$ cat config.mk
export PLATFORM = sky130hd
export DESIGN_NAME = cobs_frame_decoder
export DESIGN_NICKNAME = d
export VERILOG_FILES = /design/src/cfd_pkg.sv /design/src/cfd_front.sv /design/src/cfd_fifo.sv /design/src/cfd_back.sv /design/src/cobs_frame_decoder.sv
export SDC_FILE = /design/constraint.sdc
export NUM_CORES = 1
export LEC_CHECK = 0
export BUFFER_PORTS_ARGS = -buffer_cell sky130_fd_sc_hd__buf_4
export CORE_ASPECT_RATIO = 0.6
export CORE_MARGIN = 2
export CORE_UTILIZATION = 55
export DETAILED_ROUTE_END_ITERATION = 7
export PLACE_DENSITY = 0.82
export SKIP_LAST_GASP = 1
export SYNTH_ARGS = -nofsm -noshare
export SYNTH_HDL_FRONTEND = slang
export SYNTH_SLANG_ARGS = --single-unit
$ cat constraint.sdc
create_clock -name clk -period 13.6 [get_ports clk]
set_input_delay 2.72 -clock clk [delete_from_list [all_inputs] [get_ports clk]]
set_output_delay 2.72 -clock clk [all_outputs]
set_load 0.05 [all_outputs]
$ cat src/cfd_pkg.sv
// Package for the COBS frame decoder: shared types, constants and defaults.
// No dependencies.
`timescale 1ns / 1ps
`default_nettype none

package cfd_pkg;

  localparam int MAX_FRAME_DEF  = 512;
  localparam int FIFO_DEPTH_DEF = 4;
  localparam int LEN_W          = 10;
  localparam int BYTE_W         = 8;

  // code byte that opens a group with no trailing zero
  localparam logic [BYTE_W-1:0] NO_ZERO_CODE = 8'hFF;

  typedef struct packed {
    logic              byte_valid;
    logic [BYTE_W-1:0] data;
    logic              frame_end;
    logic              frame_error;
  } result_t;

endpackage

`default_nettype wire

$ cat src/cfd_front.sv
// Front end: frame/group tracking and classification of each accepted byte.
// Uses cfd_pkg.
`timescale 1ns / 1ps
`default_nettype none

module cfd_front #(
  parameter int MAX_FRAME = cfd_pkg::MAX_FRAME_DEF
) (
  input  wire logic                        clk,
  input  wire logic                        rst_n,
  input  wire logic                        accept,
  input  wire logic [cfd_pkg::BYTE_W-1:0]  in_byte,
  input  wire logic                        in_frame_start,
  input  wire logic [cfd_pkg::LEN_W-1:0]   in_frame_length,
  output cfd_pkg::result_t                 res,
  output logic                             res_push
);

  localparam int CNT_W = $clog2(MAX_FRAME + 1);
  localparam int CMP_W = (CNT_W > cfd_pkg::LEN_W) ? CNT_W : cfd_pkg::LEN_W;

  logic [CNT_W-1:0]          bytes_left_r, bytes_left_nxt;
  logic [cfd_pkg::BYTE_W-1:0] group_left_r, group_left_nxt;
  logic                      zero_pending_r, zero_pending_nxt;
  logic                      discarding_r, discarding_nxt;

  logic [CMP_W-1:0]          len_ext;
  logic [CMP_W-1:0]          len_clamp;
  logic [CMP_W-1:0]          byte_ext;
  logic [CNT_W-1:0]          bl;
  logic [cfd_pkg::BYTE_W-1:0] gl;
  logic                      zp;
  logic                      disc;
  logic                      emit;
  cfd_pkg::result_t          res_w;

  assign len_ext   = CMP_W'(in_frame_length);
  assign len_clamp = (len_ext > CMP_W'(MAX_FRAME)) ? CMP_W'(MAX_FRAME) : len_ext;
  assign byte_ext  = CMP_W'(in_byte);

  // a frame start resets the tracking before the byte itself is looked at
  assign bl   = in_frame_start ? CNT_W'(len_clamp) : bytes_left_r;
  assign gl   = in_frame_start ? '0 : group_left_r;
  assign zp   = in_frame_start ? 1'b0 : zero_pending_r;
  assign disc = in_frame_start ? 1'b0 : discarding_r;

  always_comb begin
    bytes_left_nxt   = bl;
    group_left_nxt   = gl;
    zero_pending_nxt = zp;
    discarding_nxt   = disc;
    res_w            = '0;
    emit             = 1'b0;
    if (disc || bl == '0) begin
      emit = 1'b0;
    end else if (gl != '0) begin
      res_w.byte_valid = 1'b1;
      res_w.data       = in_byte;
      group_left_nxt   = gl - 1'b1;
      bytes_left_nxt   = bl - 1'b1;
    end else if (byte_ext > CMP_W'(bl)) begin
      // group overruns the frame: pay the owed zero and stop
      res_w.byte_valid  = zp;
      res_w.frame_end   = 1'b1;
      res_w.frame_error = 1'b1;
      discarding_nxt    = 1'b1;
      bytes_left_nxt    = '0;
      group_left_nxt    = '0;
      zero_pending_nxt  = 1'b0;
    end else begin
      res_w.byte_valid = zp;
      group_left_nxt   = (in_byte == '0) ? '0 : in_byte - 1'b1;
      zero_pending_nxt = (in_byte != cfd_pkg::NO_ZERO_CODE);
      bytes_left_nxt   = bl - 1'b1;
    end
    if (!disc && bl == CNT_W'(1) && !res_w.frame_error) begin
      res_w.frame_end  = 1'b1;
      group_left_nxt   = '0;
      zero_pending_nxt = 1'b0;
    end
    emit = res_w.byte_valid || res_w.frame_end;
  end

  always_ff @(posedge clk) begin
    if (!rst_n) begin
      bytes_left_r   <= '0;
      group_left_r   <= '0;
      zero_pending_r <= 1'b0;
      discarding_r   <= 1'b0;
    end else if (accept) begin
      bytes_left_r   <= bytes_left_nxt;
      group_left_r   <= group_left_nxt;
      zero_pending_r <= zero_pending_nxt;
      discarding_r   <= discarding_nxt;
    end
  end

  assign res      = res_w;
  assign res_push = accept && emit;

endmodule

`default_nettype wire

$ cat src/cfd_fifo.sv
// Short result queue between front end and output stage.
// Uses cfd_pkg for the result word type.
`timescale 1ns / 1ps
`default_nettype none

module cfd_fifo #(
  parameter int DEPTH = cfd_pkg::FIFO_DEPTH_DEF
) (
  input  wire logic             clk,
  input  wire logic             rst_n,
  input  wire logic             wr_en,
  input  wire cfd_pkg::result_t wr_data,
  output logic                  full,
  input  wire logic             rd_en,
  output cfd_pkg::result_t      rd_data,
  output logic                  empty
);

  localparam int PTR_W = $clog2(DEPTH);
  localparam int CNT_W = $clog2(DEPTH + 1);

  cfd_pkg::result_t  mem [DEPTH];
  logic [PTR_W-1:0]  wr_ptr_r, wr_ptr_nxt;
  logic [PTR_W-1:0]  rd_ptr_r, rd_ptr_nxt;
  logic [CNT_W-1:0]  count_r, count_nxt;
  logic              do_wr;
  logic              do_rd;

  assign full  = (count_r == CNT_W'(DEPTH));
  assign empty = (count_r == '0);
  assign do_wr = wr_en && !full;
  assign do_rd = rd_en && !empty;

  assign wr_ptr_nxt = (wr_ptr_r == PTR_W'(DEPTH - 1)) ? '0 : wr_ptr_r + 1'b1;
  assign rd_ptr_nxt = (rd_ptr_r == PTR_W'(DEPTH - 1)) ? '0 : rd_ptr_r + 1'b1;

  always_comb begin
    count_nxt = count_r;
    if (do_wr && !do_rd) begin
      count_nxt = count_r + 1'b1;
    end else if (do_rd && !do_wr) begin
      count_nxt = count_r - 1'b1;
    end
  end

  always_ff @(posedge clk) begin
    if (do_wr) begin
      mem[wr_ptr_r] <= wr_data;
    end
  end

  always_ff @(posedge clk) begin
    if (!rst_n) begin
      wr_ptr_r <= '0;
      rd_ptr_r <= '0;
      count_r  <= '0;
    end else begin
      if (do_wr) begin
        wr_ptr_r <= wr_ptr_nxt;
      end
      if (do_rd) begin
        rd_ptr_r <= rd_ptr_nxt;
      end
      count_r <= count_nxt;
    end
  end

  assign rd_data = mem[rd_ptr_r];

endmodule

`default_nettype wire

$ cat src/cfd_back.sv
// Output stage: holds the oldest decoded word on the result ports.
// Uses cfd_pkg for the result word type.
`timescale 1ns / 1ps
`default_nettype none

module cfd_back (
  input  wire logic             clk,
  input  wire logic             rst_n,
  input  wire logic             q_empty,
  input  wire cfd_pkg::result_t q_data,
  output logic                  q_rd,
  input  wire logic             out_pop,
  output logic                  out_empty,
  output cfd_pkg::result_t      out_res
);

  logic             out_vld_r;
  cfd_pkg::result_t out_res_r;
  logic             load;

  // refill when the register is free or being taken this cycle
  assign load = !q_empty && (!out_vld_r || out_pop);
  assign q_rd = load;

  always_ff @(posedge clk) begin
    if (!rst_n) begin
      out_vld_r <= 1'b0;
    end else if (load) begin
      out_vld_r <= 1'b1;
    end else if (out_pop) begin
      out_vld_r <= 1'b0;
    end
  end

  always_ff @(posedge clk) begin
    if (load) begin
      out_res_r <= q_data;
    end
  end

  assign out_empty = !out_vld_r;
  assign out_res   = out_res_r;

endmodule

`default_nettype wire

$ cat src/cobs_frame_decoder.sv
// COBS frame decoder, top level. Instantiates cfd_front, cfd_fifo, cfd_back.
// Throughput: one encoded byte per cycle while in_full is low; the front end
// updates the frame counters in the accept cycle. A result enters the queue at
// the edge that accepts its byte, then the output register once that is free.
// in_full rises only when the FIFO_DEPTH-entry result queue is full.
// Reset (synchronous, rst_n low): no frame active, queue and output empty.
`timescale 1ns / 1ps
`default_nettype none

module cobs_frame_decoder #(
  parameter int MAX_FRAME  = cfd_pkg::MAX_FRAME_DEF,
  parameter int FIFO_DEPTH = cfd_pkg::FIFO_DEPTH_DEF
) (
  input  wire logic                        clk,
  input  wire logic                        rst_n,
  input  wire logic                        in_push,
  output logic                             in_full,
  input  wire logic [cfd_pkg::BYTE_W-1:0]  in_byte,
  input  wire logic                        in_frame_start,
  input  wire logic [cfd_pkg::LEN_W-1:0]   in_frame_length,
  output logic                             out_empty,
  input  wire logic                        out_pop,
  output logic                             out_byte_valid,
  output logic [cfd_pkg::BYTE_W-1:0]       out_byte,
  output logic                             out_frame_end,
  output logic                             out_frame_error
);

  logic             accept;
  cfd_pkg::result_t f_res;
  logic             f_push;
  cfd_pkg::result_t q_data;
  logic             q_empty;
  logic             q_rd;
  cfd_pkg::result_t o_res;

  assign accept = in_push && !in_full;

  cfd_front #(
    .MAX_FRAME (MAX_FRAME)
  ) u_front (
    .clk             (clk),
    .rst_n           (rst_n),
    .accept          (accept),
    .in_byte         (in_byte),
    .in_frame_start  (in_frame_start),
    .in_frame_length (in_frame_length),
    .res             (f_res),
    .res_push        (f_push)
  );

  cfd_fifo #(
    .DEPTH (FIFO_DEPTH)
  ) u_fifo (
    .clk     (clk),
    .rst_n   (rst_n),
    .wr_en   (f_push),
    .wr_data (f_res),
    .full    (in_full),
    .rd_en   (q_rd),
    .rd_data (q_data),
    .empty   (q_empty)
  );

  cfd_back u_back (
    .clk       (clk),
    .rst_n     (rst_n),
    .q_empty   (q_empty),
    .q_data    (q_data),
    .q_rd      (q_rd),
    .out_pop   (out_pop),
    .out_empty (out_empty),
    .out_res   (o_res)
  );

  assign out_byte_valid  = o_res.byte_valid;
  assign out_byte        = o_res.data;
  assign out_frame_end   = o_res.frame_end;
  assign out_frame_error = o_res.frame_error;

endmodule

`default_nettype wire
Word-level counts from Yosys, hierarchy flattened
Memory sizes are Yosys's and may differ from the RTL's. A register that Yosys moved wholly into a read port is not among the register bits.
Cells that the tools add are included.
{"block": "op_classes", "addsub": 7, "n_lt_le_gt_ge": 2, "eq_ne": 5, "mux": 34, "reduce_logical": 25}
{"cell": "2-to-1 mux 8 bit", "n": 7}
{"cell": "2-to-1 mux 10 bit", "n": 5}
{"cell": "subtractor 8 x 1 -> 8 bit, second input constant", "n": 2}
{"cell": "2-to-1 mux 1 bit", "n": 15}
{"cell": "2-to-1 mux 11 bit", "n": 1}
{"cell": "equality test 10 x 1 -> 1 bit, second input constant", "n": 1}
{"cell": "greater-than comparator 10 bit, second input constant", "n": 1}
{"cell": "greater-than comparator 8 x 10 -> 1 bit", "n": 1}
{"cell": "zero test 10 bit", "n": 1}
{"cell": "subtractor 10 x 1 -> 10 bit, second input constant", "n": 1}
{"cell": "logical AND 1 bit", "n": 9}
{"cell": "zero test 8 bit", "n": 1}
{"cell": "2-to-1 mux 2 bit", "n": 4}
{"cell": "!= test 8 bit, second input constant", "n": 1}
{"cell": "nonzero test 8 bit", "n": 1}
{"cell": "zero test 1 bit", "n": 7}
{"cell": "2-to-1 mux 3 bit", "n": 2}
{"cell": "adder 2 x 1 -> 2 bit, second input constant", "n": 2}
{"cell": "equality test 2 bit, second input constant", "n": 2}
{"cell": "nonzero test 2 bit", "n": 2}
{"cell": "adder 3 x 1 -> 3 bit, second input constant", "n": 1}
{"cell": "equality test 3 bit, second input constant", "n": 1}
{"cell": "zero test 3 bit", "n": 1}
{"cell": "logical OR 1 bit", "n": 3}
{"cell": "subtractor 3 x 1 -> 3 bit, second input constant", "n": 1}
{"block": "totals", "regBits": 28, "ram_bits": 44, "out_inout_bits": 13, "wordCells": 82, "n_memories": 1}
{"name": "u_fifo.mem", "depth": 4, "word_bits": 11, "read_ports": 1, "rd_clocked_by_memory_dff": 1, "write_ports": 1, "line_no": "cfd_fifo.sv:22", "rtl": "cfd_pkg::result_t mem [DEPTH];"}

Logic depth before layout (Yosys ltp)
Gate-level depths: netlist (run 1).
{"block": "logic_depth", "word_depth": 17, "mapped_depth": 18, "mapped_depth_nobuf": 15}

Modules after synthesis
A second synthesis (run 1) with hierarchy kept.
{"block": "hier_totals", "hier_cells": 407, "hier_area_um2": 4575.6}
{"mod": "cfd_front", "n_inst": 1, "cells_each": 282, "area_per_inst_um2": 2123.3}
{"mod": "cfd_fifo", "n_inst": 1, "cells_each": 108, "area_per_inst_um2": 2060.7}
{"mod": "cfd_back", "n_inst": 1, "cells_each": 16, "area_per_inst_um2": 377.9}
{"mod": "cobs_frame_decoder", "n_inst": 1, "cells_each": 1, "area_per_inst_um2": 13.8}

Worst setup path before layout (run 1)
Ideal clock, no wire load.
{"block": "synth_path", "kind": "input -> register", "startpoint": "input port in_frame_start", "endpoint": "register u_fifo.count_r[2]", "setup_ns": 0.076, "t_arrival_ns": 6.316, "required_time_ns": 13.524, "setup_slack_ns": 7.209, "path_stages": 18, "n_path_buf": 4, "path_cell_list": "buf_4 -> clkbuf_1 -> clkbuf_1 -> nand2_1 -> a2bb2oi_1 -> ha_1 -> nand4_1 -> nor2_1 -> a311oi_1 -> nor4b_4 -> o31a_1 -> buf_4 -> ha_1 -> inv_1 -> fa_1 -> xor2_1 -> or3_1 -> a21boi_0"}
{"element": "from (decl)", "line_no": "cobs_frame_decoder.sv:19", "rtl": "input wire logic in_frame_start,"}
{"element": "to (signal assigned)", "line_no": "cfd_fifo.sv:64", "rtl": "count_r <= count_nxt;"}
{"element": "to (decl)", "line_no": "cfd_fifo.sv:25", "rtl": "logic [CNT_W-1:0] count_r, count_nxt;"}

==> impl_summary.txt, run 1 <==
----------------------------------------------------
[Floorplan]
  Total Die Area ... 0.00875 sq mm
  Width of the die ... ~120 um
  Cell row count ... 25
  Floorplan die height ... 73.3 um
  Core ar. ... 0.00782 sq mm
  Initial Utilization ... 0.562
  Top-level port count ... 36

[Critical path]
  Crit path DAT ... 6.73 ns
  Worst path required time ... approximately 14 ns
  Slowest stage cell, crit path ... sky130_fd_sc_hd__nor4b_4
  Startpoint type of the worst setup path ... primary input
  Crit path largest cell delay ... roughly 0.58 ns
  Worst setup EP type ... flop
  Total buffers and inverters traversed by the critical path ... 4
  CP top delay family ... compound AO/OA/AOI/OAI gates
  Worst setup path class ... primary input to flop
  Cells along the critical path ... buf_4 -> inv_2 -> o2bb2ai_1 -> inv_1 -> ha_1 -> nand4_1 -> nor2_1 -> a311oi_1 -> nor4b_4 -> o31a_1 -> ha_1 -> inv_1 -> fa_1 -> xor2_1 -> or3_1 -> a21boi_0
  Peak fanout along the critical path ... 29

[Synthesis]
  Mean instance size in the synthesized netlist ... 11.9 sq um
  Dominant register cell in the synthesized netlist ... sky130_fd_sc_hd__edfxtp_1
  Main area contributors after synthesis ... sky130_fd_sc_hd__edfxtp_1 38%, sky130_fd_sc_hd__dfxtp_1 13%, sky130_fd_sc_hd__ha_1 5.7%, sky130_fd_sc_hd__mux4_2 5.6%, sky130_fd_sc_hd__a22o_1 3.2%
  Most repeated cell in the gate-level netlist after synthesis ... sky130_fd_sc_hd__edfxtp_1
  Ranking of synthesized cells by instance count ... 55 x sky130_fd_sc_hd__edfxtp_1, 28 x sky130_fd_sc_hd__dfxtp_1, 27 x sky130_fd_sc_hd__nand2_1
  Synthesized flop and latch total ... 83
  Number of enable-type register cells in the synthesized netlist ... 55
  Count of distinct cell types in the synthesized netlist ... 67
  Post-synthesis cell count ... 370
  Library cell with the largest summed area after synthesis ... sky130_fd_sc_hd__edfxtp_1
  Post-synth net total ... 414
  Share of synthesized area occupied by flip-flops and latches ... 0.503
  Yosys top cell area share ... 0.376
  Area of the mapped netlist ... 0.00440 sq mm
  Post-synth ARST share ... 0
  Yosys Warn Count ... 0

[Clocking]
  Clock tree from TritonCTS ... yes
  Quantity of gates resized following cts ... 0
  Post-CTS Repair Setup Buffers ... 0
  Number of buffers created by CTS ... 9
  CTS root buf ... sky130_fd_sc_hd__clkbuf_16
  Clock latency of the later-clocked register in the worst-skew pair ... 0.34 ns
  Clock sink count ... 83
  Cts-stage hold buffer count ... 0
  Level count of the clock H-tree ... 3
  Max Root-Sink Buffers ... 2
  Clock-pin slew on the worst setup and hold paths ... 0.07 ns

[Power]
  Power density cells ... around 220 mW/mm^2
  Sequential share of power ... 0.369
  Peak ir drop on the vdd network ... 0.0961 mV
  Leakage ... about 1.9 nW
  Internal power consumption ... 0.703 mW
  Net switching power of the design ... 0.421 mW
  Portion of total power attributed to combinational logic ... 0.399
  Fraction of power spent switching nets ... 0.375
  Share of total power in the clock network ... 0.232

[Layout]
  Synth-to-Final Area Change ... 15.0%
  Final antenna diode count ... 0
  Register area ... about 0.0022 sq mm
  Post-layout net count ... 446
  Fraction of layout instances using a drive strength above 1 ... 0.189
  Layout fillers ... approximately 600
  Multi-input gate area in the final layout ... 0.00205 sq mm
  Final core area utilization ... 0.647

[STA]
  Relative slew margins ... 0.362
  Time the worst path needs with I/O delays and setup ... approximately 6.5 ns
  RSZ-0062 raised after global routing ... false
  Final Hold Viols ... 0
  Summed negative setup slack over all endpoints ... 0 ns
  Max-slew violation count ... 0
  Fraction of the cycle the final worst path needs ... 0.476
  Clock skew ... 0.00903 ns
  Transition at the pin with the smallest max-transition slack ... roughly 0.96 ns
  Peak Freq ... ~150 MHz
  Number of setup violations in the final report ... 0

[Routing]
  Drt initial violations ... 226
  Vias per cell ... 6.23
  Total number of vias ... 3209
  Final routed DRC violation total ... 0
  Antenna violation net count after detailed routing ... 0
  Routed len/inst ... roughly 19 um
  Overall routed net length ... ~10000 um
  Pre-Repair DR Iteration Count ... 5

[Worst hold path]
  Hold WC Path Type ... flop to flop

[Global routing]
  Pin count of the biggest net entering global routing ... 30
  Overflow left after global routing ... 0
  Global-route wire length before repair ... 15600 um
  Antenna violations before repair ... 0
  Global-route total usage across every layer ... 0.242
  Vias in the first global route ... 2945

[Place]
  Final Wtd Congestion ... 0.957
  Post-detail-place hpwl ... 7000 um
  Count of input and output buffers ... 35

[Outcome]
  Result of the run ... finished clean

[Flow run]
  Number of maximum-capacitance constraint violations ... 0

----------------------------------------------------
worst reg2reg max path, delay by kind of cell (launching register included):
family                     cells  cell delay (ns)
DFF                            1             0.38
AOI/OAI and AO/OA              4             1.15
buffers and inverters          2             0.18
and+or+nand+nor                4             1.04
xor gates and xnor gates       1             0.18
adders and majority gates      3             0.92
power by group through the flow:
stage | clock network [mW] | registers [mW] | logic (mW)
after floorplan | 0 | 0.458 | 0.285
after global placement | 0 | 0.415 | 0.432
after detailed placement | 0 | 0.418 | 0.442
after CTS | 0.263 | 0.415 | 0.444
after global routing | 0.272 | 0.422 | 0.486
final | 0.260 | 0.415 | 0.449
per-stage QoR:
step / instance area [sq um] / hold slack [ns] / power [mW] / cells / setup WS, ns
finish: 5060 / 0.497 / 1.12 / 515 / 7.13
global route: 5060 / 0.518 / 1.18 / 515 / 6.74
CTS: 5060 / 0.493 / 1.12 / 515 / 7.18
detailed placement: 4740 / 0.475 / 0.860 / 499 / 6.81
global placement: 4740 / 0.467 / 0.847 / 499 / 7.03
floorplan: 4400 / 0.450 / 0.742 / 370 / 7.21
final timing paths:
path                            slack, ns                                  from                              endpoint  cells past startpoint
worst min register to register       0.50  u_front.bytes_left_r[6]$_SDFFE_PN0P_  u_front.bytes_left_r[6]$_SDFFE_PN0P_                      1
worst max register to register       9.68  u_front.bytes_left_r[3]$_SDFFE_PN0P_        u_fifo.count_r[2]$_SDFFE_PN0P_                     14
worst max-delay path                 7.13                        in_frame_start        u_fifo.count_r[2]$_SDFFE_PN0P_                     16
worst min-delay path                 0.50  u_front.bytes_left_r[6]$_SDFFE_PN0P_  u_front.bytes_left_r[6]$_SDFFE_PN0P_                      1
state kept, by name, summed over array words and instances (netlist names):
signal                  cells
u_back.out_res             11
u_back.out_vld_r            1
u_fifo.count_r              3
u_fifo.mem                 44
u_fifo.rd_ptr_r             2
u_fifo.wr_ptr_r             2
u_front.bytes_left_r       10
u_front.discarding_r        1
u_front.group_left_r        8
u_front.zero_pending_r      1
layout by cell type, fill, tap and decap left out, types with 4 or more instances in the layout:
cell type                   instances
sky130_fd_sc_hd__edfxtp_1          55
sky130_fd_sc_hd__buf_4             37
sky130_fd_sc_hd__dfxtp_1           28
sky130_fd_sc_hd__nand2_1           27
sky130_fd_sc_hd__ha_1              20
sky130_fd_sc_hd__nor2_1            17
sky130_fd_sc_hd__inv_1             17
sky130_fd_sc_hd__a22o_1            16
sky130_fd_sc_hd__o21ai_0           12
sky130_fd_sc_hd__mux4_2            11
sky130_fd_sc_hd__nor3_1            10
sky130_fd_sc_hd__a21oi_1            9
sky130_fd_sc_hd__and3_1             9
sky130_fd_sc_hd__xnor2_1            9
sky130_fd_sc_hd__clkbuf_16          9
sky130_fd_sc_hd__and2_1             8
sky130_fd_sc_hd__nor2b_1            7
sky130_fd_sc_hd__xor2_1             6
sky130_fd_sc_hd__nand2b_1           5
sky130_fd_sc_hd__a2bb2oi_1          5
sky130_fd_sc_hd__nand3_1            5
sky130_fd_sc_hd__mux2i_1            5
sky130_fd_sc_hd__nor4_1             4
sky130_fd_sc_hd__o2bb2ai_1          4
sky130_fd_sc_hd__nor3b_1            4
cell families after synthesis:
logic type / Yosys count / synth area share
and+or+nand+nor: 111 / 0.143
buffers and inverters: 34 / 0.0313
xor gates and xnor gates: 15 / 0.0299
adders and majority gates: 21 / 0.0615
muxes: 19 / 0.0754
AOI/OAI and AO/OA: 87 / 0.156
DFF: 83 / 0.503
final cells by class:
cell class | count | area share
repair buffers | 37 | 0.0549
well taps | 108 | 0.0267
multi-input cells | 253 | 0.405
clock inverters | 6 | 0.0176
flip-flops and latches | 83 | 0.437
inverters | 18 | 0.0134
clock buffers | 10 | 0.0453
layer usage:
metal	wire length (um)	track usage	vias to the layer above	share of wire
li1	-	-	1486	-
met1	4600	0.348	1550	0.46
met2	4070	0.333	164	0.41
met3	1200	0.106	9	0.12
met4	97	0.0706	0	0.0097
met5	0	0	-	0
Power figures use the tool's default switching activity.
==> run 2, diff against run 1 <==
clock period = 6.67 ns   (was 13.6 ns; I/O delays follow)
==> run 2 against run 1 <==
Final cell count is the same. Flip-flop and latch count unchanged. Largest cell class unchanged. Clock power is 88% higher. Setup slack worse by 5.6 ns. Sequential power up 100%. Critical path depth is the same. Sequential share of layout area rose by 0.20 points. Core utilization down 0.29 points. Non-clock buffer count unchanged. Worst hold slack got worse by 0.011 ns.
==> impl_summary.txt, run 2 (synthesized netlist as in run 1, its figures left out) <==
----------------------------------------------------
[Power]
  Peak ir drop on the vdd network ... 0.203 mV
  Power density cells ... 447 mW/mm^2
  Leakage ... 1.91 nW
  Final total power ... 2.25 mW

[Layout]
  Synth-to-Final Area Change ... 14.5%
  Layout fillers ... 607
  Most flops, register ... u_fifo.mem
  Final antenna diode count ... 0
  Fraction of layout instances using a drive strength above 1 ... 0.189
  Most frequent standard cell in the layout excluding fill and tap cells ... sky130_fd_sc_hd__edfxtp_1
  Commonest cells after routing, fill and taps aside ... 55 x sky130_fd_sc_hd__edfxtp_1, 37 x sky130_fd_sc_hd__buf_4, 28 x sky130_fd_sc_hd__dfxtp_1, 27 x sky130_fd_sc_hd__nand2_1, 20 x sky130_fd_sc_hd__ha_1
  Post-layout net count ... 446
  Largest register FFs ... between 40 and 50

[Clocking]
  Cts-stage hold buffer count ... 0
  Clock-pin slew on the worst setup and hold paths ... 0.06 ns
  CTS root buf ... sky130_fd_sc_hd__clkbuf_16
  Level count of the clock H-tree ... 3
  Clock sink count ... 83
  Clock tree from TritonCTS ... yes
  Clock latency of the later-clocked register in the worst-skew pair ... 0.35 ns
  Post-CTS Repair Setup Buffers ... 0
  Max Root-Sink Buffers ... 2
  Quantity of gates resized following cts ... 0
  Number of buffers created by CTS ... 9

[Critical path]
  Cells along the critical path ... buf_4 -> inv_2 -> o2bb2ai_1 -> inv_1 -> ha_1 -> nand4_1 -> nor2_1 -> a311oi_1 -> nor4b_4 -> o31a_1 -> ha_1 -> inv_1 -> fa_1 -> xor2_1 -> or3_1 -> a21boi_0
  Startpoint type of the worst setup path ... primary input
  Crit path DAT ... 5.40 ns
  Crit path largest cell delay ... 0.60 ns
  CP top delay family ... compound AO/OA/AOI/OAI gates
  Total buffers and inverters traversed by the critical path ... 4
  Slowest stage cell, crit path ... sky130_fd_sc_hd__nor4b_4
  Peak fanout along the critical path ... 29
  Worst setup path class ... primary input to flop
  Worst setup EP type ... flop
  Worst path required time ... 6.94 ns

[Global routing]
  Global-route wire length before repair ... between 15000 and 20000 um
  Global-route total usage across every layer ... 0.251
  Vias in the first global route ... 3028
  Antenna violations before repair ... 0
  Pin count of the biggest net entering global routing ... 30
  Overflow left after global routing ... 0

[STA]
  Relative slew margins ... 0.375
  RSZ-0062 raised after global routing ... false
  Final Hold Viols ... 0
  Max-slew violation count ... 0
  Summed negative setup slack over all endpoints ... 0 ns
  Peak Freq ... between 150 and 200 MHz
  Time the worst path needs with I/O delays and setup ... 5.13 ns
  Clock skew ... 0.0107 ns
  Worst setup margin ... roughly 1.5 ns
  Number of setup violations in the final report ... 0
  Fraction of the cycle the final worst path needs ... 0.769
  Transition at the pin with the smallest max-transition slack ... 0.937 ns

[Routing]
  Routed len/inst ... 19.6 um
  Antenna violation net count after detailed routing ... 0
  Final routed DRC violation total ... 0
  Drt initial violations ... 292
  Overall routed net length ... about 10000 um
  Vias per cell ... 6.16
  Pre-Repair DR Iteration Count ... 4
  Total number of vias ... ~3200

[Floorplan]
  Initial Utilization ... 0.562
  Width of the die ... 119 um
  Floorplan die height ... about 73 um
  Top-level port count ... 36
  Total Die Area ... about 0.009 sq mm
  Core ar. ... 0.00782 sq mm
  Cell row count ... 25

[Place]
  Count of input and output buffers ... 35
  Post-detail-place hpwl ... 7060 um
  Final Wtd Congestion ... about 0.95
  Post-Place Setup Slack ... 1.22 ns

[Outcome]
  Result of the run ... finished clean

[Flow run]
  Number of maximum-capacitance constraint violations ... 0

[Worst hold path]
  Hold WC Path Type ... flop to flop

----------------------------------------------------
[run 2: path summary, 6_finish.rpt]
| check | endpoint | cells past startpoint | from | slack, ns |
|---|---|---|---|---|
| worst max-delay path | u_fifo.count_r[2]$_SDFFE_PN0P_ | 16 | in_frame_start | 1.54 |
| worst min-delay path | u_front.bytes_left_r[6]$_SDFFE_PN0P_ | 1 | u_front.bytes_left_r[6]$_SDFFE_PN0P_ | 0.49 |
| worst max register to register | u_fifo.count_r[2]$_SDFFE_PN0P_ | 14 | u_front.bytes_left_r[3]$_SDFFE_PN0P_ | 2.68 |
| worst min register to register | u_front.bytes_left_r[6]$_SDFFE_PN0P_ | 1 | u_front.bytes_left_r[6]$_SDFFE_PN0P_ | 0.49 |
[run 2: metrics by stage]
| step | instance area, sq um | hold WS (ns) | instances | utilization |
|---|---|---|---|---|
| after global routing | 5030 | 0.522 | 515 | 0.644 |
| after detailed placement | 4740 | 0.469 | 499 | 0.606 |
| after floorplan | 4400 | 0.450 | 370 | - |
| after global placement | 4740 | 0.466 | 499 | 0.606 |
| after CTS | 5030 | 0.488 | 515 | 0.644 |
| final | 5030 | 0.487 | 515 | 0.644 |
[run 2: report_power, final]
| part | switching, mW | total, mW | leakage (nW) | internal (mW) |
|---|---|---|---|---|
| sequential | 0.110 | 0.846 | 0.744 | 0.737 |
| combinational | 0.546 | 0.915 | 1.02 | 0.369 |
| clock | 0.200 | 0.489 | 0.136 | 0.290 |
| total | 0.856 | 2.25 | 1.91 | 1.39 |
[run 2: per-layer routing]
layer  GRT usage  wire, um
met2       0.342      4190
met4      0.0915       154
met3      0.0924      1120
met1       0.367      4650
met5           0         0
[run 2: layout make-up]
| cell class | instances | area, sq um | share of cell area |
|---|---|---|---|
| clock buffers | 10 | 229 | 0.0455 |
| clock inverters | 6 | 66.3 | 0.0132 |
| inverters | 18 | 67.6 | 0.0134 |
| multi-input cells | 253 | 2050 | 0.407 |
| flip-flops and latches | 83 | 2210 | 0.439 |
| well taps | 108 | 135 | 0.0268 |
| repair buffers | 37 | 278 | 0.0552 |
==> run 3, diff against run 2 <==
ABC_AREA = 1   (was not set)
clock period = 5.1 ns   (was 6.67 ns; I/O delays follow)
==> run 3 against run 2 <==
Area after synthesis increased by 7.2%. Critical path depth up 11. Core utilization fell by 0.81 points. Sequential power up 28%. Via count is 30% higher. Synthesized cell count is 58% higher. Clock power up 28%. Cell area increased by 6.4%. Die area increased by 6.9%. Final cell count up 43%. Total power rose by 36%. First-iteration DRC count rose by 54%. Highest routed layer unchanged.
==> impl_summary.txt, run 3 <==
----------------------------------------------------
[Outcome]
  Result of the run ... finished clean

[STA]
  Number of setup violations in the final report ... 0
  Relative slew margins ... 0.439
  Summed negative setup slack over all endpoints ... 0 ns
  Max-slew violation count ... 0
  Final Hold Viols ... 0
  Worst hold slack after final layout ... 0.466 ns
  RSZ-0062 raised after global routing ... false
  Peak Freq ... 237 MHz
  Fraction of the cycle the final worst path needs ... 0.828
  Transition at the pin with the smallest max-transition slack ... between 0.8 and 0.9 ns
  Worst setup margin ... 0.875 ns
  Clock skew ... 0.00370 ns
  Time the worst path needs with I/O delays and setup ... 4.23 ns

[Floorplan]
  Width of the die ... 123 um
  Total Die Area ... 0.00935 sq mm
  Floorplan die height ... 75.7 um
  Top-level port count ... 36
  Cell row count ... 26
  Core ar. ... 0.00843 sq mm
  Initial Utilization ... 0.559

[Critical path]
  Slowest stage cell, crit path ... sky130_fd_sc_hd__fa_1
  Worst path required time ... approximately 5.3 ns
  Crit path largest cell delay ... 0.37 ns
  Worst setup path class ... primary input to flop
  Most frequent cell on the critical path ... sky130_fd_sc_hd__nand2_1
  Reg2reg path depth ... 21
  Minimum setup slack among reg-to-reg paths ... approximately 1.6 ns
  Worst setup EP type ... flop
  Startpoint type of the worst setup path ... primary input
  Peak fanout along the critical path ... 7
  Crit path DAT ... 4.45 ns

[Synthesis]
  Number of enable-type register cells in the synthesized netlist ... 55
  Yosys top cell area share ... 0.351
  Main area contributors after synthesis ... sky130_fd_sc_hd__edfxtp_1 35%, sky130_fd_sc_hd__dfxtp_1 12%, sky130_fd_sc_hd__nand2_1 9.2%, sky130_fd_sc_hd__nor2_1 6.7%, sky130_fd_sc_hd__inv_1 6.5%
  Most repeated cell in the gate-level netlist after synthesis ... sky130_fd_sc_hd__nand2_1
  Area of the mapped netlist ... between 0.004 and 0.005 sq mm
  Fraction of the mapped netlist area in simple logic gates ... 0.263
  Synth Area in XOR/XNOR ... 0.0112
  Mean instance size in the synthesized netlist ... about 8.0 sq um
  Post-synth net total ... 630
  Yosys Warn Count ... 0
  Adder-Cell Fraction of Synth Area ... 0.0574
  Library cell with the largest summed area after synthesis ... sky130_fd_sc_hd__edfxtp_1
  Dominant register cell in the synthesized netlist ... sky130_fd_sc_hd__edfxtp_1
  Count of distinct cell types in the synthesized netlist ... 36
  Fraction of synthesized area in multiplexers ... 0
  Post-synth ARST share ... 0
  Synthesized flop and latch total ... 83
  Post-synthesis cell count ... 586
  Ranking of synthesized cells by instance count ... 115 x sky130_fd_sc_hd__nand2_1, 84 x sky130_fd_sc_hd__nor2_1, 81 x sky130_fd_sc_hd__inv_1
  Share of synthesized area occupied by flip-flops and latches ... 0.469
  Synth Area in Compound Gates ... 0.107
  Dominant combinational cell family by area after synthesis ... simple AND/OR/NAND/NOR gates

[Layout]
  Commonest cells after routing, fill and taps aside ... 115 x sky130_fd_sc_hd__nand2_1, 84 x sky130_fd_sc_hd__nor2_1, 81 x sky130_fd_sc_hd__inv_1, 55 x sky130_fd_sc_hd__edfxtp_1, 48 x sky130_fd_sc_hd__o21ai_0
  Largest register FFs ... 44
  Most frequent standard cell in the layout excluding fill and tap cells ... sky130_fd_sc_hd__nand2_1
  Synth-to-Final Area Change ... 13.7%
  Most flops, register ... u_fifo.mem
  Post-layout net count ... 667
  Layout fillers ... 676
  Non-filler cells in the finished layout ... approximately 740
  Fraction of layout instances using a drive strength above 1 ... 0.131
  Final antenna diode count ... 0
  Layout Cell Area excl Fill ... 0.00536 sq mm
  Final core area utilization ... 0.636

[Global routing]
  Pin count of the biggest net entering global routing ... 26
  Met3 track demand over resource in global routing ... 0.0786
  Overflow left after global routing ... 0
  Antenna violations before repair ... 0
  Global-route total usage across every layer ... 0.265
  Global-route wire length before repair ... 18300 um
  Vias in the first global route ... 3632
  Met1 capacity usage during global routing ... 0.390
  GRT met2 Usage ... 0.384
  Busiest layer in global routing ... met1

[Place]
  Post-Place Cell Area ... about 0.0051 sq mm
  Post-detail-place hpwl ... 8230 um
  Count of input and output buffers ... 35
  Final Wtd Congestion ... 0.974
  Cell count after placement ... 724
  Post-Place Setup Slack ... about 0.56 ns

[Clocking]
  Post-CTS Repair Setup Buffers ... 0
  Number of buffers created by CTS ... 9
  Clock tree from TritonCTS ... yes
  Quantity of gates resized following cts ... 0
  CTS root buf ... sky130_fd_sc_hd__clkbuf_16
  Clock-pin slew on the worst setup and hold paths ... 0.06 ns
  Clock latency of the later-clocked register in the worst-skew pair ... 0.33 ns
  Level count of the clock H-tree ... 3
  Cts-stage hold buffer count ... 0
  Clock sink count ... 83
  Max Root-Sink Buffers ... 2

[Power]
  Peak ir drop on the vdd network ... 0.278 mV
  Final total power ... 3.06 mW
  Power density cells ... between 500 and 600 mW/mm^2
  Leakage ... roughly 2.4 nW

[Routing]
  Routed len/inst ... 15.7 um
  Vias per cell ... 5.58
  Overall routed net length ... approximately 12000 um
  Antenna violation net count after detailed routing ... 0
  Drt initial violations ... 449
  Final routed DRC violation total ... 0
  Pre-Repair DR Iteration Count ... 5
  Total number of vias ... 4127

[Flow run]
  Number of maximum-capacitance constraint violations ... 0

[Worst hold path]
  Cell depth of the worst min-delay path ... 2
  Hold WC Path Type ... flop to flop

----------------------------------------------------
run 3: cell count changes after synthesis, moves of 9 or more:
cell	previous run	this run
sky130_fd_sc_hd__nand2_1	27	115
sky130_fd_sc_hd__nor2_1	17	84
sky130_fd_sc_hd__inv_1	17	81
sky130_fd_sc_hd__o21ai_0	12	48
sky130_fd_sc_hd__nand3_1	5	37
sky130_fd_sc_hd__a21oi_1	9	28
sky130_fd_sc_hd__a22o_1	16	0
sky130_fd_sc_hd__mux4_2	11	0
sky130_fd_sc_hd__and3_1	9	0
sky130_fd_sc_hd__o22ai_1	3	12
run 3: critical path: cells and delay by family:
family	cells	cell delay, ns
and+or+nand+nor	16	1.78
AOI/OAI and AO/OA	4	0.47
adders and majority gates	3	0.81
buffers and inverters	4	0.36
run 3: worst paths after layout:
| path | end | start |
|---|---|---|
| worst max register to register | u_fifo.count_r[2]$_SDFFE_PN0P_ | u_front.bytes_left_r[7]$_SDFFE_PN0P_ |
| worst min register to register | u_front.bytes_left_r[6]$_SDFFE_PN0P_ | u_front.bytes_left_r[6]$_SDFFE_PN0P_ |
| worst min-delay path | u_front.bytes_left_r[6]$_SDFFE_PN0P_ | u_front.bytes_left_r[6]$_SDFFE_PN0P_ |
| worst max-delay path | u_fifo.count_r[2]$_SDFFE_PN0P_ | in_frame_length[6] |
run 3: routing by layer:
metal  wire, um  vias to the layer above
met1       5220                     1882
met5          0                        -
met3       1420                       12
met2       4840                      237
li1           -                     1996
met4        100                        0
run 3: final cells by class:
class | instances | area, sq um | share of cell area
repair buffers | 44 | 330 | 0.0617
multi-input cells | 400 | 2070 | 0.386
clock buffers | 10 | 229 | 0.0427
flip-flops and latches | 83 | 2210 | 0.413
well taps | 112 | 140 | 0.0262
inverters | 85 | 322 | 0.0600
clock inverters | 5 | 55.1 | 0.0103
run 3: report_power, final:
group / internal (mW) / switching, mW / total (mW)
clock: 0.375 / 0.253 / 0.627
sequential: 0.976 / 0.103 / 1.08
combinational: 0.422 / 0.933 / 1.35
run 3: cells by family after synthesis:
logic type | after synthesis
adders and majority gates | 21
buffers and inverters | 103
xor gates and xnor gates | 6
and+or+nand+nor | 278
DFF | 83
AOI/OAI and AO/OA | 95
